`config.mk`:
```
export PLATFORM = sky130hd
export DESIGN_NAME = vdm_lane
export DESIGN_NICKNAME = d
export VERILOG_FILES = /design/src/rtl/vector_distance_metric_defines.svh /design/src/rtl/vdm_pkg.sv /design/src/rtl/vdm_lane.sv
export SDC_FILE = /design/constraint.sdc
export NUM_CORES = 2
export LEC_CHECK = 0
export BUFFER_PORTS_ARGS = -buffer_cell sky130_fd_sc_hd__buf_2
export CAP_MARGIN = 20
export CELL_PAD_IN_SITES_DETAIL_PLACEMENT = 1
export CELL_PAD_IN_SITES_GLOBAL_PLACEMENT = 2
export CORE_MARGIN = 2
export CORE_UTILIZATION = 42
export DETAILED_ROUTE_END_ITERATION = 6
export GPL_ROUTABILITY_DRIVEN = 0
export PLACE_DENSITY = 0.84
export SYNTH_ARGS = -nofsm -noshare
export SYNTH_HDL_FRONTEND = slang
export SYNTH_SLANG_ARGS = --single-unit
```
`constraint.sdc`:
```
create_clock -name aclk -period 14.36 [get_ports aclk]
set_clock_uncertainty 0.2 [all_clocks]
set_input_delay 2.872 -clock aclk [delete_from_list [all_inputs] [get_ports aclk]]
set_output_delay 2.872 -clock aclk [all_outputs]
set_load 0.02 [all_outputs]
```
`src/rtl/vector_distance_metric_defines.svh`:
```
// ----------------------------------------------------------------------------
// Vector distance metric assertion macros
// Shared assertion forms used by the top level of the distance block.
// ----------------------------------------------------------------------------
`ifndef VECTOR_DISTANCE_METRIC_DEFINES_SVH
`define VECTOR_DISTANCE_METRIC_DEFINES_SVH

// The consequent must hold in the same cycle as the antecedent.
`define VDM_ASSERT_SAME(lbl, ante, cons, msg) \
    lbl: assert property (@(posedge aclk) disable iff (!aresetn) (ante) |-> (cons)) \
        else $error(msg);

// The consequent must hold in the cycle after the antecedent.
`define VDM_ASSERT_NEXT(lbl, ante, cons, msg) \
    lbl: assert property (@(posedge aclk) disable iff (!aresetn) (ante) |=> (cons)) \
        else $error(msg);

`endif

```
`src/rtl/vdm_pkg.sv`:
```
// ----------------------------------------------------------------------------
// Vector distance metric package
// Widths, metric codes and state types shared by the distance block.
// ----------------------------------------------------------------------------
package vdm_pkg;

    localparam int ACC_W    = 48;
    localparam int IN_W     = 16;
    localparam int Q_W      = 31;
    localparam int DIGIT_W  = 16;
    localparam int PROD_W   = 2 * ACC_W;
    localparam int SRCH_W   = 157;
    localparam int FRAC_W   = 30;
    localparam int BIT_W    = 5;

    localparam logic [1:0] METRIC_L2  = 2'd0;
    localparam logic [1:0] METRIC_COS = 2'd1;
    localparam logic [1:0] METRIC_DOT = 2'd2;

    localparam logic [ACC_W-1:0] Q_ONE = ACC_W'(64'h4000_0000);

    typedef enum logic [2:0] {
        ST_IDLE,
        ST_MERGE,
        ST_FINAL,
        ST_COS
    } top_state_t;

    typedef enum logic [2:0] {
        COS_IDLE,
        COS_MUL_P,
        COS_MUL_D,
        COS_CHECK,
        COS_SEARCH,
        COS_DONE
    } cos_state_t;

endpackage

```
`src/rtl/vdm_lane.sv`:
```
// ----------------------------------------------------------------------------
// Vector distance metric lane
// Forms the dot, norm and squared difference products of one element pair.
// ----------------------------------------------------------------------------
module vdm_lane
    import vdm_pkg::*;
#(
    parameter int ELEM_BITS = 16
) (
    input  logic                        aclk,
    input  logic                        load,
    input  logic                        take,
    input  logic [IN_W-1:0]             a_in,
    input  logic [IN_W-1:0]             b_in,
    output logic signed [2*ELEM_BITS+2:0] dot_reg,
    output logic signed [2*ELEM_BITS+2:0] aa_reg,
    output logic signed [2*ELEM_BITS+2:0] bb_reg,
    output logic signed [2*ELEM_BITS+2:0] dd_reg
);

    localparam int PW = 2 * ELEM_BITS + 3;

    logic signed [ELEM_BITS-1:0] a_s;
    logic signed [ELEM_BITS-1:0] b_s;
    logic signed [ELEM_BITS:0]   df;
    logic signed [PW-1:0]        dot_next;
    logic signed [PW-1:0]        aa_next;
    logic signed [PW-1:0]        bb_next;
    logic signed [PW-1:0]        dd_next;

    assign a_s      = a_in[ELEM_BITS-1:0];
    assign b_s      = b_in[ELEM_BITS-1:0];
    assign df       = a_s - b_s;
    assign dot_next = a_s * b_s;
    assign aa_next  = a_s * a_s;
    assign bb_next  = b_s * b_s;
    assign dd_next  = df * df;

    always_ff @(posedge aclk) begin
        if (load) begin
            dot_reg <= take ? dot_next : '0;
            aa_reg  <= take ? aa_next  : '0;
            bb_reg  <= take ? bb_next  : '0;
            dd_reg  <= take ? dd_next  : '0;
        end
    end

endmodule

```
==> impl_results.md <==
* CTS tree: yes
* Kind of critical path: input pin to flip-flop
* DP HPWL at ~95000 um
* Hold Crit Class: input pin to flip-flop
* ANT nets after route at 0
* Via density at 5.09
* Post-route clock period utilization at 83.1%
* Fmax at between 80 and 90 MHz
* Clock buffer depth at 2
* I/O pin count at 175
* Hold slack final at roughly 2600 ps
* Max-Slew Margin vs Limit at between 30% and 40%
* Synth warn at 0
* Starting Density at about 42%
* Post-CTS Setup Repair Bufs at 0
* Yosys reg bits at 127
* Fin. max-slew vios at 0
* Die area at about 100000 um2
* Top fanout value on the critical path at 22
* TritonCTS Buffers at 17
* First-pass GRT wire length at ~190000 um
* Post-synth EDFFs at around 130
* Critical Path Max Stage Delay at between 600 and 700 ps
* Filler cell count at 11500
* DRC at 0
* Final WL at between 100000 and 150000 um
* Global Route Usage Sum at about 24%
* Routed len/inst at ~20 um
* Post-DP Area at between 40000 and 50000 um2
* Cell taking the most area after synthesis: fa_1
* CP max-delay cell: a2111oi_0
* # H-tree levels at 4
* Initial drt markers at 1374
* CTS clock-pin slew for the worst setup and hold paths at about 90 ps
* GR Overflow Total at 0
* Synth top area cells: fa_1, inv_1, ha_1
* Area Growth Syn to Fin at 6.59%
* Initial antenna violation count at 9
* Critical Path Sink Type: flip-flop
* Crit start category: input pin
* Main synth FF type: edfxtp_1
* Die Y at around 320 um
* Measured slew at the worst slew-check pin at approximately 1000 ps
* Core Region at about 100000 um2
* Min Tclk post-route at 11930 ps
* Max FFs per register at 33
* Fraction of registers with async set/reset at 0%
* Commonest non-fill, non-tap cells in the layout: inv_1, fa_1, nand2_1
* Utilization after layout at 45.2%
* Post-CTS sizing at 0
* Synthesized area at ~42000 um2
* Max Cap Viol at 0
* Final number of hold-violating endpoints at 0
* NumNets Final at between 5000 and 6000
* Clk sinks at 127
* Synth top area share at between 40% and 50%
* Cell area after layout at ~45000 um2
* Crit path depth at 30
* Number of library cell types mapped by synthesis at 80
* Syn_area_per_cell at about 9.4 um2
* Crit-path most repeated cell: inv_1
* Clock root cell: clkbuf_16
* Die X at about 320 um
* Share of cells above drive strength 1 at just over 6%
* # setup viols final at 0
* RSZ-0062 raised after global routing: false
* Post-CTS Hold Fix Bufs at 0
* Worst Path Arrival at around 12000 ps
* Status: completed
* Pin count of the biggest net entering global routing at 66
* Vias in the first global route at between 30000 and 40000
* Drt pass-1 iters at 5
* DR vias at approximately 30000
* Worst Path Required at ~14000 ps
* Buffers added on ports at between 150 and 200
* Register area share after synthesis at 8.99%
* Row count at between 100 and 150
* Worst hold stages at 1
* Syn Inst Count at around 4500
* Largest delay share family, worst path: adder cells
* Commonest non-fill, non-tap cell in the layout: inv_1
* CP Buf/Inv Count at 8
* Final TNS setup at 0 ps
==> synthesized netlist by cell type, types with 30 or more instances <==
library cell	number
xnor2_1	83
fa_1	1012
and2_1	108
edfxtp_1	127
ha_1	363
clkbuf_1	124
o21ai_0	82
nor3_1	41
xor2_1	37
nand2b_1	50
a211oi_1	30
inv_1	1255
a21o_1	38
nand2_1	435
nor2_1	309
a21oi_1	94
==> per-stage QoR <==
stage,worst slack (ps),instances
floorplan,3520,4491
global placement,2240,5847
detailed placement,1980,5847
CTS,2510,5879
global route,1930,5880
finish,2430,5881
==> final cells by class <==
class                           instances  area, um2  share of cell area (%)
Multi-Input combinational cell       2943      33200                    73.4
Inverter                             1269       4770                    10.5
Sequential cell                       127       3810                    8.43
Tap cell                             1298       1620                    3.59
Timing Repair Buffer                  211       1160                    2.58
Clock buffer                           18        429                   0.949
Clock inverter                         14        214                   0.473
Antenna cell                            1       2.50                 0.00553
==> metal layers <==
| metal | vias to the layer above | track usage (%) | routed length, um |
|---|---|---|---|
| li1 | 13400 | - | - |
| met1 | 15900 | 30.0 | 48000 |
| met2 | 526 | 43.6 | 61400 |
| met3 | 136 | 3.29 | 4570 |
| met4 | 14 | 6.87 | 2850 |
| met5 | - | 0 | 86 |
==> final timing paths <==
kind / startpoint / endpoint / slack (ps)
setup / recovery: b_in[1] / dd_reg[33]$_SDFFCE_PN0P_ / 2430
hold / removal: load / aa_reg[33]$_SDFFCE_PN0P_ / 2580
==> kinds of logic after synthesis <==
family / after synthesis / synth area share [%]
simple gates: 1070 / 11.3
mux: 15 / 0.360
xor+xnor: 121 / 2.52
fa+ha+maj: 1375 / 58.5
other cells: 1 / 0.00884
compound gates: 359 / 5.59
buf+inv: 1421 / 12.8
flops: 127 / 8.99
Power is left out: the tool's default activity adds up to more than one toggle a clock period on the data nets, which glitch-free logic cannot reach.
