===== config.mk =====
export PLATFORM = sky130hd
export DESIGN_NAME = vdm_cosine
export DESIGN_NICKNAME = d
export VERILOG_FILES = /design/src/rtl/vector_distance_metric_defines.svh /design/src/rtl/vdm_pkg.sv /design/src/rtl/vdm_cosine.sv
export SDC_FILE = /design/constraint.sdc
export NUM_CORES = 2
export LEC_CHECK = 0
export CORE_MARGIN = 4
export CORE_UTILIZATION = 45
export DETAILED_ROUTE_END_ITERATION = 6
export DONT_BUFFER_PORTS = 1
export GPL_ROUTABILITY_DRIVEN = 1
export HOLD_SLACK_MARGIN = 0.02
export PLACE_DENSITY = 0.58
export SYNTH_ARGS = -nofsm -noshare
export SYNTH_HDL_FRONTEND = slang
export SYNTH_SLANG_ARGS = --single-unit

===== constraint.sdc =====
create_clock -name aclk -period 26.3 [get_ports aclk]
set_clock_uncertainty 0.05 [all_clocks]
set_input_delay 5.26 -clock aclk [delete_from_list [all_inputs] [get_ports aclk]]
set_output_delay 5.26 -clock aclk [all_outputs]
set_load 0.01 [all_outputs]

===== src/rtl/vector_distance_metric_defines.svh =====
// ----------------------------------------------------------------------------
// Vector distance metric assertion macros
// Shared assertion forms used by the top level of the distance block.
// ----------------------------------------------------------------------------
`ifndef VECTOR_DISTANCE_METRIC_DEFINES_SVH
`define VECTOR_DISTANCE_METRIC_DEFINES_SVH

// The consequent must hold in the same cycle as the antecedent.
`define VDM_ASSERT_SAME(lbl, ante, cons, msg) \
    lbl: assert property (@(posedge aclk) disable iff (!aresetn) (ante) |-> (cons)) \
        else $error(msg);

// The consequent must hold in the cycle after the antecedent.
`define VDM_ASSERT_NEXT(lbl, ante, cons, msg) \
    lbl: assert property (@(posedge aclk) disable iff (!aresetn) (ante) |=> (cons)) \
        else $error(msg);

`endif


===== src/rtl/vdm_pkg.sv =====
// ----------------------------------------------------------------------------
// Vector distance metric package
// Widths, metric codes and state types shared by the distance block.
// ----------------------------------------------------------------------------
package vdm_pkg;

    localparam int ACC_W    = 48;
    localparam int IN_W     = 16;
    localparam int Q_W      = 31;
    localparam int DIGIT_W  = 16;
    localparam int PROD_W   = 2 * ACC_W;
    localparam int SRCH_W   = 157;
    localparam int FRAC_W   = 30;
    localparam int BIT_W    = 5;

    localparam logic [1:0] METRIC_L2  = 2'd0;
    localparam logic [1:0] METRIC_COS = 2'd1;
    localparam logic [1:0] METRIC_DOT = 2'd2;

    localparam logic [ACC_W-1:0] Q_ONE = ACC_W'(64'h4000_0000);

    typedef enum logic [2:0] {
        ST_IDLE,
        ST_MERGE,
        ST_FINAL,
        ST_COS
    } top_state_t;

    typedef enum logic [2:0] {
        COS_IDLE,
        COS_MUL_P,
        COS_MUL_D,
        COS_CHECK,
        COS_SEARCH,
        COS_DONE
    } cos_state_t;

endpackage


===== src/rtl/vdm_cosine.sv =====
// ----------------------------------------------------------------------------
// Vector distance metric cosine unit
// Finds the largest q up to 2^30 with q*q*na*nb <= d*d*2^60, one bit a cycle.
// ----------------------------------------------------------------------------
module vdm_cosine
    import vdm_pkg::*;
(
    input  logic               aclk,
    input  logic               aresetn,
    input  logic               start,
    input  logic [ACC_W-1:0]   dot_mag,
    input  logic [ACC_W-1:0]   norm_a,
    input  logic [ACC_W-1:0]   norm_b,
    output logic               done,
    output logic [Q_W-1:0]     q_out
);

    cos_state_t          state_reg, state_next;
    logic [ACC_W-1:0]    x_reg, x_next;
    logic [ACC_W-1:0]    y_reg, y_next;
    logic [PROD_W-1:0]   acc_reg, acc_next;
    logic [PROD_W-1:0]   p_reg, p_next;
    logic [1:0]          dig_reg, dig_next;
    logic [SRCH_W-1:0]   s_reg, s_next;
    logic [SRCH_W-1:0]   u_reg, u_next;
    logic [SRCH_W-1:0]   pk_reg, pk_next;
    logic [BIT_W-1:0]    bit_reg, bit_next;
    logic [Q_W-1:0]      q_reg, q_next;
    logic [ACC_W+DIGIT_W-1:0] part;
    logic [PROD_W-1:0]   part_sh;
    logic [SRCH_W-1:0]   cand;
    logic [SRCH_W-1:0]   rhs;

    assign part = x_reg * y_reg[DIGIT_W-1:0];
    assign cand = s_reg + u_reg + pk_reg;
    assign rhs  = {1'b0, acc_reg, 60'b0};

    always_comb begin
        case (dig_reg)
            2'd0:    part_sh = PROD_W'(part);
            2'd1:    part_sh = PROD_W'(part) << DIGIT_W;
            default: part_sh = PROD_W'(part) << (2 * DIGIT_W);
        endcase
    end

    always_ff @(posedge aclk) begin
        if (!aresetn) begin
            state_reg <= COS_IDLE;
        end else begin
            state_reg <= state_next;
        end
        x_reg   <= x_next;
        y_reg   <= y_next;
        acc_reg <= acc_next;
        p_reg   <= p_next;
        dig_reg <= dig_next;
        s_reg   <= s_next;
        u_reg   <= u_next;
        pk_reg  <= pk_next;
        bit_reg <= bit_next;
        q_reg   <= q_next;
    end

    always_comb begin
        state_next = state_reg;
        x_next     = x_reg;
        y_next     = y_reg;
        acc_next   = acc_reg;
        p_next     = p_reg;
        dig_next   = dig_reg;
        s_next     = s_reg;
        u_next     = u_reg;
        pk_next    = pk_reg;
        bit_next   = bit_reg;
        q_next     = q_reg;
        done       = 1'b0;
        case (state_reg)
            COS_IDLE: begin
                if (start) begin
                    x_next     = norm_a;
                    y_next     = norm_b;
                    acc_next   = '0;
                    dig_next   = '0;
                    state_next = COS_MUL_P;
                end
            end
            COS_MUL_P: begin
                acc_next = acc_reg + part_sh;
                y_next   = y_reg >> DIGIT_W;
                dig_next = dig_reg + 2'd1;
                if (dig_reg == 2'd2) begin
                    p_next     = acc_reg + part_sh;
                    x_next     = dot_mag;
                    y_next     = dot_mag;
                    acc_next   = '0;
                    dig_next   = '0;
                    state_next = COS_MUL_D;
                end
            end
            COS_MUL_D: begin
                acc_next = acc_reg + part_sh;
                y_next   = y_reg >> DIGIT_W;
                dig_next = dig_reg + 2'd1;
                if (dig_reg == 2'd2) begin
                    state_next = COS_CHECK;
                end
            end
            COS_CHECK: begin
                s_next   = '0;
                u_next   = '0;
                pk_next  = {1'b0, p_reg, 60'b0} >> 2;
                bit_next = BIT_W'(FRAC_W - 1);
                if (p_reg <= acc_reg) begin
                    q_next     = Q_W'(1) << FRAC_W;
                    state_next = COS_DONE;
                end else begin
                    q_next     = '0;
                    state_next = COS_SEARCH;
                end
            end
            COS_SEARCH: begin
                if (cand <= rhs) begin
                    s_next = cand;
                    u_next = (u_reg >> 1) + pk_reg;
                    q_next = q_reg | (Q_W'(1) << bit_reg);
                end else begin
                    u_next = u_reg >> 1;
                end
                pk_next  = pk_reg >> 2;
                bit_next = bit_reg - BIT_W'(1);
                if (bit_reg == '0) begin
                    state_next = COS_DONE;
                end
            end
            COS_DONE: begin
                done       = 1'b1;
                state_next = COS_IDLE;
            end
            default: begin
                state_next = COS_IDLE;
            end
        endcase
    end

    assign q_out = q_reg;

endmodule


==> out/results.ini <==
[outcome]
status=finished, violations left
failed_checks=capacitance limit

[clock_network]
cts_max_path_buffers=3
numCtsBuffers=95
clk_pin_slew_worst_paths_ps=60
clk_latency_ps=740
cts.sinks=797
cts_tree=done
htreeDepth=3
postCtsHoldBufs=0
postCtsSetupRepairBufs=0
cts_root_buffer=clkbuf_16
ctsResizeCount=0

[synthesis]
yosys.area.top_type_share=0.268
synth.most_common_cell=nand2_1
synth.area.top_cells=edfxtp_1, fa_1, ha_1
synth_cell_types=100
synth_cells=9847
ys_seq_area_frac=0.268
yosysWarnings=0
yosys_most_used_dff=edfxtp_1
async_reset_ff_frac=0
syn-num-nets=11537
netlist_area_um2=89100
synth_edf_count=794
synth-seq-cells=797
syn_avg_cell_area_um2=9.05
synth_common_cells=nand2_1, inv_1, a21oi_1
synth_largest_area_cell=edfxtp_1

[sta]
rsz0062_at_grt=no
tns_ps=0
period_share=0.515
finalSetupViolations=0
fmax_mhz=73.8
slew_violations=0
slew_headroom=0.0121
layout_min_cycle_time_ps=13550
setup_ws_ps=12750
worstMarginPinSlew_ps=1440
hold_viol_final=0

[critical_path]
crit_slowest_cell=o22ai_4
reg2reg_to=s_reg[152]$_SDFFCE_PN0P_
r2r-start=u_reg[1]$_SDFFCE_PN0N_
ff2ff_setup_slack_ps=12750
startpoint_type=flip-flop
critPathRequiredTime_ps=26590
ff2ff_path_depth=35
crit_type=flip-flop to flip-flop
cp_top_family=compound AO/OA/AOI/OAI gates
cp_num_buf_inv=4
crit_path_frequent_cell=nand4_1
crit_path_max_incr_delay_ps=860
endpoint_kind=flip-flop
worstPathMaxFanout=57
arrival_ps=13840

[placed_design]
gp_congestion=0.981
dpl_worst_slack_ps=12970
place_hpwl_um=223000
io_buffers=0

[finish]
multi_input_area_um2=59700
drive_gt1_frac=0.0358
seqCellArea_um2=23900
syn_to_final_growth_pct=5.76
fin_nets=11206
n_fill_cell=18912

[route]
drt_iter0_drc=5561
wl_um=282000
drtAntennaViolNets=0
vias=71178
avgRoutedWirePerCell_um=23.0
vias_per_cell=5.82
route.detailed.drc=0
drt_pre_antenna_iters=6

[worst_hold_path]
hold_start=p_reg[10]$_DFFE_PP_
hold_path.class=flip-flop to flip-flop
hold_depth=2
hold_end=pk_reg[68]$_DFFE_PN_

[global_routing]
grt_pass1_wl_um=434000
grt_use_total=0.272
grt-ovfl-total=0
antenna_found_initial=4
grt_pass1_vias=72433
grt_max_degree=142

[floorplan]
core_region_area_um2=197000
boundaryPins=179
fp.dieArea_um2=205000
start_util=0.452
die_w_um=453
fp.dieH_um=453
rows=163

[run]
maxCapViolations=1

final cells by class:
cell class / instances / share of cell area
Multi-Input combinational cell: 7578 / 0.633
Antenna cell: 2 / 0.0000531
Clock inverter: 56 / 0.00677
Inverter: 980 / 0.0390
Sequential cell: 797 / 0.254
Clock buffer: 119 / 0.0266
Timing Repair Buffer: 64 / 0.00536
Tap cell: 2640 / 0.0350
layer usage:
layer,share of wire,up-vias,GRT usage
met3,0.059,440,0.0319
met2,0.46,2348,0.440
met4,0.034,2,0.0862
met5,0.000046,-,0
met1,0.45,35277,0.380
li1,-,33111,-
worst max-delay path by stage:
stage                                   start                        end  cells after the start
finish                 u_reg[1]$_SDFFCE_PN0N_   s_reg[152]$_SDFFCE_PN0P_                     35
global route           u_reg[1]$_SDFFCE_PN0N_   s_reg[154]$_SDFFCE_PN0P_                     35
CTS                    u_reg[1]$_SDFFCE_PN0N_   s_reg[126]$_SDFFCE_PN0P_                     35
detailed placement     u_reg[1]$_SDFFCE_PN0N_   s_reg[144]$_SDFFCE_PN0P_                     35
global placement       u_reg[1]$_SDFFCE_PN0N_   s_reg[142]$_SDFFCE_PN0P_                     35
floorplan           state_reg[0]$_SDFFE_PN0P_  state_reg[2]$_SDFFE_PN0P_                      4
placed cells by master, fill, tap and decap left out, types with 279 or more instances in the layout:
cell,count
and2_1,411
nand2_1,1305
nor2_1,670
ha_1,742
fa_1,799
a21o_1,291
edfxtp_1,794
xnor2_1,279
a21oi_1,805
inv_1,980
o21ai_0,392
worst min-delay path, cell delays in order (launching register included):
cell	delay, ps
edfxtp_1	350
nand2_1	50
nand2_1	60
cells by family after synthesis:
kind of cell / count (synthesis) / share of synthesized area
AOI/OAI and AO/OA: 2205 / 0.156
xor gates and xnor gates: 452 / 0.0444
adders and majority gates: 1543 / 0.284
buffers and inverters: 1472 / 0.0630
DFF: 797 / 0.268
muxes: 85 / 0.0102
and+or+nand+nor: 3293 / 0.174
per-stage QoR:
stage                util  hold WS [ps]  std cells  area (µm²)
detailed placement  0.462           495      12059       91100
global route        0.478           524      12235       94200
floorplan               -           471       9847       89100
CTS                 0.478           510      12234       94200
finish              0.478           514      12236       94200
global placement    0.462           496      12059       91100
Power is left out: the tool's default activity adds up to more than one toggle a clock period on the data nets, which glitch-free logic cannot reach.
