## src/rtl/vector_distance_metric_defines.svh

```systemverilog
// ----------------------------------------------------------------------------
// Vector distance metric assertion macros
// Shared assertion forms used by the top level of the distance block.
// ----------------------------------------------------------------------------
`ifndef VECTOR_DISTANCE_METRIC_DEFINES_SVH
`define VECTOR_DISTANCE_METRIC_DEFINES_SVH

// The consequent must hold in the same cycle as the antecedent.
`define VDM_ASSERT_SAME(lbl, ante, cons, msg) \
    lbl: assert property (@(posedge aclk) disable iff (!aresetn) (ante) |-> (cons)) \
        else $error(msg);

// The consequent must hold in the cycle after the antecedent.
`define VDM_ASSERT_NEXT(lbl, ante, cons, msg) \
    lbl: assert property (@(posedge aclk) disable iff (!aresetn) (ante) |=> (cons)) \
        else $error(msg);

`endif

```

## src/rtl/vdm_pkg.sv

```systemverilog
// ----------------------------------------------------------------------------
// Vector distance metric package
// Widths, metric codes and state types shared by the distance block.
// ----------------------------------------------------------------------------
package vdm_pkg;

    localparam int ACC_W    = 48;
    localparam int IN_W     = 16;
    localparam int Q_W      = 31;
    localparam int DIGIT_W  = 16;
    localparam int PROD_W   = 2 * ACC_W;
    localparam int SRCH_W   = 157;
    localparam int FRAC_W   = 30;
    localparam int BIT_W    = 5;

    localparam logic [1:0] METRIC_L2  = 2'd0;
    localparam logic [1:0] METRIC_COS = 2'd1;
    localparam logic [1:0] METRIC_DOT = 2'd2;

    localparam logic [ACC_W-1:0] Q_ONE = ACC_W'(64'h4000_0000);

    typedef enum logic [2:0] {
        ST_IDLE,
        ST_MERGE,
        ST_FINAL,
        ST_COS
    } top_state_t;

    typedef enum logic [2:0] {
        COS_IDLE,
        COS_MUL_P,
        COS_MUL_D,
        COS_CHECK,
        COS_SEARCH,
        COS_DONE
    } cos_state_t;

endpackage

```

## src/rtl/vdm_merge.sv

```systemverilog
// ----------------------------------------------------------------------------
// Vector distance metric merge stage
// Adds the lane products into the four wrapping 48-bit accumulators.
// ----------------------------------------------------------------------------
module vdm_merge
    import vdm_pkg::*;
#(
    parameter int LANES = 4,
    parameter int PW    = 35
) (
    input  logic                    aclk,
    input  logic                    aresetn,
    input  logic                    valid,
    input  logic                    clear,
    input  logic signed [PW-1:0]    dot_in [LANES],
    input  logic signed [PW-1:0]    aa_in  [LANES],
    input  logic signed [PW-1:0]    bb_in  [LANES],
    input  logic signed [PW-1:0]    dd_in  [LANES],
    output logic [ACC_W-1:0]        dot_reg,
    output logic [ACC_W-1:0]        norm_a_reg,
    output logic [ACC_W-1:0]        norm_b_reg,
    output logic [ACC_W-1:0]        sqdiff_reg
);

    logic [ACC_W-1:0] dot_sum;
    logic [ACC_W-1:0] aa_sum;
    logic [ACC_W-1:0] bb_sum;
    logic [ACC_W-1:0] dd_sum;

    always_comb begin
        dot_sum = '0;
        aa_sum  = '0;
        bb_sum  = '0;
        dd_sum  = '0;
        for (int i = 0; i < LANES; i++) begin
            dot_sum = dot_sum + ACC_W'(dot_in[i]);
            aa_sum  = aa_sum  + ACC_W'(aa_in[i]);
            bb_sum  = bb_sum  + ACC_W'(bb_in[i]);
            dd_sum  = dd_sum  + ACC_W'(dd_in[i]);
        end
    end

    always_ff @(posedge aclk) begin
        if (!aresetn || clear) begin
            dot_reg    <= '0;
            norm_a_reg <= '0;
            norm_b_reg <= '0;
            sqdiff_reg <= '0;
        end else if (valid) begin
            dot_reg    <= dot_reg    + dot_sum;
            norm_a_reg <= norm_a_reg + aa_sum;
            norm_b_reg <= norm_b_reg + bb_sum;
            sqdiff_reg <= sqdiff_reg + dd_sum;
        end
    end

endmodule

```

## config.mk

```make
export PLATFORM = sky130hd
export DESIGN_NAME = vdm_merge
export DESIGN_NICKNAME = d
export VERILOG_FILES = /design/src/rtl/vector_distance_metric_defines.svh /design/src/rtl/vdm_pkg.sv /design/src/rtl/vdm_merge.sv
export SDC_FILE = /design/constraint.sdc
export NUM_CORES = 1
export LEC_CHECK = 0
export BUFFER_PORTS_ARGS = -buffer_cell sky130_fd_sc_hd__buf_2
export CAP_MARGIN = 15
export CORE_AREA = 2 2 291 293
export DETAILED_ROUTE_END_ITERATION = 10
export DIE_AREA = 0 0 293 295
export SYNTH_ARGS = -nofsm -noshare
export SYNTH_HDL_FRONTEND = slang
export SYNTH_SLANG_ARGS = --single-unit
```

## constraint.sdc

```tcl
create_clock -name aclk -period 9 [get_ports aclk]
set_input_delay 0.9 -clock aclk [delete_from_list [all_inputs] [get_ports aclk]]
set_output_delay 0.9 -clock aclk [all_outputs]
set_load 0.02 [all_outputs]
```

==> results of run 1 <==
[report_power, final]
| group | internal [mW] | switching (mW) | total [mW] | leakage [nW] |
|---|---|---|---|---|
| combinational | 3.76 | 5.61 | 9.36 | 19.2 |
| clock | 0.454 | 0.411 | 0.865 | 0.294 |
| sequential | 1.04 | 0.185 | 1.23 | 1.56 |
[area by class of cell]
type / instances / area share, %
multi-input cells: 3123 / 66.1
repair buffers: 765 / 10.1
flip-flops and latches: 192 / 10.0
inverters: 881 / 8.63
well taps: 1080 / 3.53
clock buffers: 20 / 1.19
clock inverters: 11 / 0.402
diodes: 1 / 0.00653
[cell usage in the layout (no fill, tap or decap), types with 36 or more instances in the layout]
cell	n
a211oi_1	56
a21o_1	155
a21oi_1	335
a31oi_1	39
buf_2	754
dfxtp_1	192
fa_1	288
ha_1	352
inv_1	880
mux2i_1	94
nand2_1	285
nand2b_1	36
nand3_1	81
nand4_1	61
nor2_1	320
nor3_1	63
o21a_1	47
o21ai_0	219
o21bai_1	43
xnor2_1	188
xor2_1	102
[cells by family (layout without fill, tap and decap cells)]
logic type | after synthesis | in the layout
flops | 192 | 192
simple gates | 981 | 981
xor+xnor | 290 | 290
fa+ha+maj | 640 | 640
buf+inv | 997 | 1677
mux | 94 | 94
other cells | 0 | 1
compound gates | 1118 | 1118
[path summary, 6_finish.rpt]
kind	from	to	slack, ns	cells after the start
max	dd_in[1]	sqdiff_reg[47]	2.18	28
min reg2reg	norm_b_reg[44]	norm_b_reg[44]	0.48	2
max reg2reg	dot_reg[0]	dot_reg[46]	5.07	12
min	norm_b_reg[44]	norm_b_reg[44]	0.48	2
[per-stage QoR]
stage	util [%]	hold WS (ns)
global placement	45.3	0.461
global route	46.1	0.505
CTS	46.1	0.484
detailed placement	45.3	0.470
finish	46.1	0.482
floorplan	-	0.539
[routing by layer]
| metal | vias to the layer above | GRT usage [%] |
|---|---|---|
| li1 | 15700 | - |
| met1 | 14600 | 27.1 |
| met2 | 711 | 39.9 |
| met3 | 119 | 4.62 |
| met4 | 2 | 6.14 |
| met5 | - | 0 |
[worst max-delay path, stage by stage]
cell and delay (ns):
buf_2 0.07, inv_1 0.04, fa_1 0.50, fa_1 0.50, inv_1 0.04, ha_1 0.19
inv_1 0.08, fa_1 0.20, nand2b_1 0.17, a211oi_1 0.11, a2111oi_0 0.65, nor4b_1 0.16
nor3_1 0.59, a21boi_1 0.19, o21ai_1 0.23, a21o_1 0.20, nand2_1 0.08, xor2_1 0.16
ha_1 0.35, inv_1 0.10, nor2_1 0.29, a31oi_1 0.15, o21ai_0 0.16, o21ai_1 0.18
o31a_1 0.33, xor2_1 0.14, or3_1 0.31, a21oi_1 0.14
==> key figures, run 1 <==
GRT
  – Remaining global-route overflow: 0
  – Pin count of the biggest net entering global routing: 62
  – Gr usage total: 22.3%
  – Vias in the first global route: 30100
  – Initial antenna violation count: 2
  – First-pass GRT wire length: 155000 µm

Die
  – Starting density of the core: 39.6%
  – Die Ht: 295 µm
  – Full die area: 86400 µm²
  – Num rows: 106
  – Die width: 293 µm
  – I/O pin count: 756
  – Core ar.: 83200 µm²

Drt
  – Wirelength, routed: 99100 µm
  – # DRC: 0
  – M1 wire length: 42400 µm
  – Final ANT Viol Nets: 0
  – Total number of vias: 31100
  – Max layer used: met5
  – Routed vias/inst: 5.12
  – WL met3: 5850 µm
  – WL/cell: 16.3 µm
  – DRT Pass-1 Iters: 5
  – 1st-iter DRT viols: 1277
  – Met2 wire length: 48600 µm

Min path
  – Hold Crit Class: flop to flop

Yosys
  – Synth Area in Compound Gates: 21.7%
  – Synth async-reset ratio: 0%
  – XOR/XNOR Fraction of Synth Area: 7.71%
  – Synth Area in Adders: 30.9%
  – Seq/Total Area, Yosys: 11.7%
  – Flops & latches, synth: 192
  – Share of synthesized cell area in and, or, nand and nor gates: 13.7%
  – Post-synth EDFFs: 0
  – Syn Area/Cell: 7.64 µm²
  – Primary FF master, synth: dfxtp_1
  – Synth top area cells: fa_1 (17%), ha_1 (13%), dfxtp_1 (12%)
  – Yosys top cell by area: fa_1
  – Distinct cells, synth: 95
  – Top-count cell post-synth: inv_1
  – Netlist Area Pre-Place: 32900 µm²
  – Largest family of logic cells by synthesized area: adder cells
  – Synth top area share: 17.5%
  – Syn_nets: 5516
  – Post-synth top cells: inv_1 (881), ha_1 (352), a21oi_1 (335), nor2_1 (322), fa_1 (288)
  – Syn Inst Count: 4312
  – Synthesis Warnings: 0
  – Multiplexer share of the synthesized area: 2.86%

CTS
  – Setup repair bufs after CTS: 0
  – CTS Hold Bufs: 0
  – CTS buffer count: 17
  – Root Buffer Master: clkbuf_16
  – Clk Latency, worst-skew pair: 0.51 ns
  – Clock buffer depth: 2
  – Post-CTS sizing: 0
  – CTS tree: built
  – Clk sinks: 192
  – Clock-pin slew on the worst setup and hold paths: 0.07 ns
  – H-tree depth: 4

Place
  – PortBufs: 755
  – Cells after DPL: 6041
  – Placed inst area: 37700 µm²
  – DP HPWL: 83500 µm
  – RD Place Congestion: 0.939
  – Pre-CTS WS: 1.69 ns

Pwr
  – Power per Cell Area: 299 nW/µm²
  – Pwr Total: 11.5 mW
  – Max VDD drop: 0.154 mV
  – Lkg Pwr: 21.0 nW

Timing
  – Final max-slew violation count: 0
  – Setup TNS: 0 ns
  – PnR worst setup slack: 2.18 ns
  – Final setup viols: 0
  – Relative slew slack: 21.6%
  – RSZ-0062 raised after global routing: false
  – Final Critical Period: 6.82 ns
  – Final count of hold timing violations: 0
  – Fin crit share: 75.8%
  – Least-Margin Pin Slew: 1.18 ns
  – Fmax: 147 MHz
  – Clock skew: 0.0115 ns

Critical path
  – Worst-path fanout max: 5
  – Worst Path Arrival: 7.25 ns
  – CP endpoint kind: flop
  – Startpoint Class: primary input
  – WP data required: 9.42 ns
  – Crit Path Class: primary input to flop

Final layout
  – Finished Layout Cells: 6073
  – Layout area overhead: 16.3%
  – # fillers: 8569
  – Register Area: 3840 µm²
  – Layout cell share with drive strength beyond 1: 17.0%
  – Area taken by multi-input logic gates: 25300 µm²
  – Fin nets: 6184
  – Design Area, Final: 38300 µm²

Flow run
  – Maxcap violations: 0

Outcome
  – Outcome: completed
Note: power is estimated with default switching activity, not from simulation.
==> run 2, diff against run 1 <==
==> constraint.sdc (replaced) <==
create_clock -name aclk -period 6.9 [get_ports aclk]
set_input_delay 0.69 -clock aclk [delete_from_list [all_inputs] [get_ports aclk]]
set_output_delay 0.69 -clock aclk [all_outputs]
set_load 0.02 [all_outputs]
==> run 2 against run 1 <==
Critical path depth fell by 2. Total power rose by 33%. Clock power rose by 26%. Flip-flop and latch count did not move. Largest cell class unchanged. Largest power group unchanged.
==> key figures, run 2 (same netlist as run 1, synthesis figures left out) <==
Die
  – Die width: 293 µm (unchanged)
  – Starting density of the core: 39.6% (unchanged)
  – Die Ht: 295 µm (unchanged)
  – Full die area: 86400 µm² (unchanged)
  – I/O pin count: 756 (unchanged)
  – Core ar.: 83200 µm² (unchanged)
  – Num rows: 106 (unchanged)

Timing
  – Hold_ws: 0.475 ns (-0.00694 ns)
  – Final Critical Period: 6.44 ns
  – Final max-slew violation count: 0 (unchanged)
  – PnR worst setup slack: 0.460 ns (-1.72 ns)
  – Fin crit share: 93.3%
  – Final setup viols: 0 (unchanged)
  – Least-Margin Pin Slew: 0.984 ns (-0.191 ns)
  – Relative slew slack: 34.4% (+13 points)
  – Final count of hold timing violations: 0 (unchanged)
  – Clock skew: 0.0214 ns (+0.00992 ns)
  – RSZ-0062 raised after global routing: false
  – Fmax: 155 MHz

Critical path
  – Worst Path Arrival: 6.87 ns (-0.38 ns)
  – Critical path capture point: norm_a_reg[47]
  – Critical Path Slowest Stage Cell: fa_1
  – Reg-to-Reg Start: dot_reg[0]
  – Worst-path fanout max: 5 (unchanged)
  – CP endpoint kind: flop
  – Worst R2R Path Depth: 12 (unchanged)
  – Critical R2R Capture: dot_reg[46]
  – R2R setup slack: 3.01 ns (-2.06 ns)
  – WP data required: 7.33 ns (-2.09 ns)
  – Max incr delay on CP: 0.50 ns (-0.15 ns)
  – Startpoint Class: primary input
  – Crit. Startpoint: aa_in[7]
  – Crit Path Class: primary input to flop

Min path
  – Hold Crit Class: flop to flop

Pwr
  – Pwr Total: 15.2 mW (+33%)
  – Power per Cell Area: 393 nW/µm² (+31%)
  – Lkg Pwr: 21.3 nW (+1.2%)
  – Max VDD drop: 0.200 mV (+30%)

Drt
  – Wirelength, routed: 99300 µm (+0.21%)
  – Routed vias/inst: 5.10 (-0.39%)
  – # DRC: 0 (unchanged)
  – WL met3: 4970 µm (-15%)
  – Final ANT Viol Nets: 0 (unchanged)
  – Met2 wire length: 49600 µm (+2.2%)
  – 1st-iter DRT viols: 1393 (+9.1%)
  – Max layer used: met4
  – M1 wire length: 42700 µm (+0.60%)
  – WL/cell: 16.2 µm (-0.66%)
  – DRT Pass-1 Iters: 6 (+1)
  – Total number of vias: 31300 (+0.48%)

Final layout
  – Fin nets: 6236 (+0.84%)
  – # fillers: 8536 (-0.39%)
  – Most frequent cells in the layout: inv_1 (880), buf_2 (754), ha_1 (352)
  – Layout area overhead: 17.4%
  – Layout cell share with drive strength beyond 1: 17.9% (+0.91 points)
  – Commonest non-fill, non-tap cell in the layout: inv_1

GRT
  – Pin count of the biggest net entering global routing: 62 (unchanged)
  – Remaining global-route overflow: 0 (unchanged)
  – Initial antenna violation count: 1 (-1)
  – Gr usage total: 22.5% (+0.20 points)
  – First-pass GRT wire length: 157000 µm (+1.6%)
  – Vias in the first global route: 30800 (+2.2%)

CTS
  – CTS buffer count: 17 (unchanged)
  – Clk Latency, worst-skew pair: 0.51 ns (about the same)
  – CTS tree: built
  – Clock-pin slew on the worst setup and hold paths: 0.08 ns (about the same)
  – Root Buffer Master: clkbuf_16
  – Clk sinks: 192 (unchanged)
  – Clock buffer depth: 2 (unchanged)
  – H-tree depth: 4 (unchanged)
  – CTS Hold Bufs: 0 (unchanged)

Place
  – RD Place Congestion: 0.893 (-4.9%)
  – PortBufs: 755 (unchanged)
  – DP HPWL: 84200 µm (+0.80%)
  – Pre-CTS WS: -0.0615 ns (-1.75 ns)

Flow run
  – Maxcap violations: 0 (unchanged)

Outcome
  – Outcome: completed
## run 2: critical path: cells and delay by family
| family | cells | cell delay, ns |
|---|---|---|
| XOR/XNOR | 2 | 0.26 |
| adder cells (fa/ha/maj) | 4 | 1.66 |
| AO/OA/AOI/OAI | 14 | 3.26 |
| AND/OR/NAND/NOR | 3 | 0.83 |
| buffers and inverters | 3 | 0.16 |
## run 2: worst min-delay path by stage
stage	startpoint	endpoint	depth (start not counted)	slack, ns
2_1_floorplan	sqdiff_reg[37]	sqdiff_reg[37]	2	0.54
3_3_place_gp	norm_b_reg[44]	norm_b_reg[44]	2	0.46
3_5_place_dp	dot_reg[47]	dot_reg[47]	2	0.47
4_1_cts	norm_b_reg[42]	norm_b_reg[42]	2	0.48
5_1_grt	dot_reg[32]	dot_reg[32]	2	0.51
6_report	norm_a_reg[20]	norm_a_reg[20]	2	0.47
## run 2: metrics by stage
stage / util (%) / instance area [µm²] / TNS, ns / instances
2_1_floorplan: - / 32900 / 0 / 4312
3_3_place_gp: 45.8 / 38100 / -0.00467 / 6093
3_5_place_dp: 45.8 / 38100 / -0.103 / 6093
4_1_cts: 46.5 / 38700 / 0 / 6125
5_1_grt: 46.5 / 38700 / 0 / 6125
6_report: 46.5 / 38700 / 0 / 6126
## run 2: final cells by class
type	instances	area, µm²	area share [%]
inverters	881	3310	8.55
diodes	1	2.50	0.00647
clock inverters	12	148	0.382
repair buffers	817	4250	11.0
flip-flops and latches	192	3840	9.93
well taps	1080	1350	3.49
clock buffers	20	447	1.15
multi-input cells	3123	25300	65.5
## run 2: repair_timing
action | CTS | global route
resized for setup | 0 | 3
buffers inserted | 0 | 0
endpoints found under the setup margin | 0 | 2
hold endpoints to repair | 0 | 0
## run 2: report_power, final
group          switching (mW)  leakage (nW)  internal, mW
logic                    7.38          19.4          5.13
registers               0.246          1.56          1.36
clock network           0.531         0.290         0.554
total                    8.16          21.3          7.04
## run 2: per-layer routing
layer	up-vias	track usage, %
li1	15800	-
met4	0	5.77
met5	-	0
met3	92	3.52
met2	700	40.9
met1	14700	27.7
==> run 3, diff against run 2 <==
--- a/config.mk
+++ b/config.mk
@@ -10,6 +10,7 @@
 export CORE_AREA = 2 2 291 293
 export DETAILED_ROUTE_END_ITERATION = 10
 export DIE_AREA = 0 0 293 295
+export REMOVE_ABC_BUFFERS = 1
 export SYNTH_ARGS = -nofsm -noshare
 export SYNTH_HDL_FRONTEND = slang
 export SYNTH_SLANG_ARGS = --single-unit
==> run 3 against run 2 <==
Sequential share of layout area barely moved. Cell area hardly changed. Highest routed layer unchanged. Global-route usage decreased by 0.41 points.
==> key figures, run 3 (same netlist as run 1, synthesis figures left out) <==
Timing
  – Final max-slew violation count: 0 (unchanged)
  – Fin crit share: 92.8% (-0.57 points)
  – Setup TNS: 0 ns (unchanged)
  – Relative slew slack: 27.6% (-6.8 points)
  – Final count of hold timing violations: 0 (unchanged)
  – Clock skew: 0.0166 ns (-0.00479 ns)
  – RSZ-0062 raised after global routing: false
  – Final setup viols: 0 (unchanged)
  – Fmax: 156 MHz (+0.62%)
  – Least-Margin Pin Slew: 1.08 ns (+0.0994 ns)
  – Hold_ws: 0.477 ns (+0.00262 ns)
  – Final Critical Period: 6.40 ns (-0.0396 ns)

Critical path
  – Crit path max-delay family: compound AO/OA/AOI/OAI gates
  – WP data required: 7.31 ns (-0.02 ns)
  – Startpoint Class: primary input
  – Reg-to-Reg Start: dot_reg[0]
  – Worst R2R Path Depth: 13 (+1)
  – Crit Path Class: primary input to flop
  – R2R setup slack: 3.15 ns (+0.14 ns)
  – Worst-path fanout max: 5 (unchanged)
  – Critical Path Slowest Stage Cell: fa_1
  – Crit. Startpoint: dd_in[1]
  – CP Buf/Inv Count: 4 (+1)
  – Critical R2R Capture: dot_reg[46]
  – Max incr delay on CP: 0.54 ns (+0.04 ns)
  – CP endpoint kind: flop
  – Worst Path Arrival: 6.81 ns (-0.06 ns)

Die
  – Starting density of the core: 39.6% (unchanged)
  – Full die area: 86400 µm² (unchanged)
  – Core ar.: 83200 µm² (unchanged)
  – I/O pin count: 756 (unchanged)
  – Die Ht: 295 µm (unchanged)
  – Die width: 293 µm (unchanged)
  – Num rows: 106 (unchanged)

Place
  – DP HPWL: 82400 µm (-2.1%)
  – Cells after DPL: 6097 (+0.066%)
  – RD Place Congestion: 0.901 (+0.96%)
  – PortBufs: 755 (unchanged)

CTS
  – Root Buffer Master: clkbuf_16
  – H-tree depth: 4 (unchanged)
  – CTS buffer count: 17 (unchanged)
  – CTS tree: built
  – Clk sinks: 192 (unchanged)
  – Setup repair bufs after CTS: 0 (unchanged)
  – Clock buffer depth: 2 (unchanged)
  – Post-CTS sizing: 0 (unchanged)
  – Clock-pin slew on the worst setup and hold paths: 0.08 ns (about the same)
  – Clk Latency, worst-skew pair: 0.50 ns (about the same)
  – CTS Hold Bufs: 0 (unchanged)

Final layout
  – Finished Layout Cells: 6131 (+0.082%)
  – Fin nets: 6240 (+0.064%)
  – Layout cell share with drive strength beyond 1: 18.0% (+0.045 points)
  – Layout area overhead: 17.5% (about the same)
  – Final Util: 46.6% (about the same)
  – Area taken by multi-input logic gates: 25300 µm² (about the same)
  – Commonest non-fill, non-tap cell in the layout: inv_1
  – Register Area: 3840 µm² (unchanged)
  – # fillers: 8560 (+0.28%)
  – Most frequent cells in the layout: inv_1 (880), buf_2 (754), ha_1 (352)

Pwr
  – Lkg Pwr: 21.3 nW (about the same)
  – Power per Cell Area: 392 nW/µm² (-0.25%)
  – Max VDD drop: 0.194 mV (-3.1%)
  – Pwr Total: 15.2 mW (-0.21%)

Drt
  – 1st-iter DRT viols: 1363 (-2.2%)
  – # DRC: 0 (unchanged)
  – Routed vias/inst: 5.11 (+0.18%)
  – WL met3: 5030 µm (+1.1%)
  – Max layer used: met4
  – Total number of vias: 31300 (+0.26%)
  – WL/cell: 15.9 µm (-2.0%)
  – Wirelength, routed: 97400 µm (-2.0%)
  – M1 wire length: 41800 µm (-2.1%)
  – DRT Pass-1 Iters: 6 (unchanged)
  – Final ANT Viol Nets: 0 (unchanged)
  – Met2 wire length: 48200 µm (-2.8%)

Min path
  – Worst min-delay path endpoint: norm_b_reg[44]
  – Hold Crit Depth: 2 (unchanged)
  – Hold Crit Class: flop to flop
  – Hold path start: norm_b_reg[44]

GRT
  – Gr usage total: 22.1% (-0.41 points)
  – Remaining global-route overflow: 0 (unchanged)
  – Initial antenna violation count: 2 (+1)
  – Vias in the first global route: 30800 (+0.016%)
  – First-pass GRT wire length: 155000 µm (-1.3%)
  – Pin count of the biggest net entering global routing: 75 (+21%)

Flow run
  – Maxcap violations: 0 (unchanged)

Outcome
  – Outcome: completed
[run 3: layer usage]
layer	up-vias	track usage [%]
met2	694	39.7
li1	15800	-
met3	114	3.62
met4	0	6.47
met5	-	0
met1	14700	27.1
[run 3: layout make-up]
cell class                 instances  area share, %
tap                             1080           3.49
timing repair buffer             821           11.1
clock inverter                    15          0.446
multi-input combinational       3123           65.4
inverter                         881           8.54
clock buffer                      17           1.10
antenna                            2         0.0129
sequential                       192           9.93
[run 3: worst max path at each step]
stage                                 to  slack (ns)  depth (start not counted)
after floorplan           norm_a_reg[47]        0.69                         27
after detailed placement     dot_reg[45]        0.05                         28
after global routing      norm_a_reg[44]        0.05                         28
after CTS                    dot_reg[45]        0.59                         28
after global placement       dot_reg[45]        0.17                         28
final                     sqdiff_reg[42]        0.50                         27
[run 3: report_power, final]
part	internal [mW]	switching (mW)	total (mW)
combinational	5.14	7.35	12.5
sequential	1.36	0.225	1.59
clock	0.545	0.543	1.09
[run 3: worst reg2reg max path, cell delays in order, from the launching register on]
cell       delay (ns)
dfxtp_1          0.32
ha_1             0.25
fa_1             0.46
a211oi_1         0.25
nor2_1           0.11
o2bb2ai_1        0.42
a31oi_1          0.32
a2111oi_2        0.35
buf_4            0.19
o31ai_2          0.10
a31oi_1          0.37
o21ai_1          0.16
mux2i_1          0.18
o22ai_1          0.10
[run 3: per-stage QoR]
step	setup WS, ns	area, µm²
after floorplan	0.688	32400
after global placement	0.170	38100
after detailed placement	0.0517	38100
after CTS	0.593	38700
after global routing	0.0540	38700
final	0.500	38700
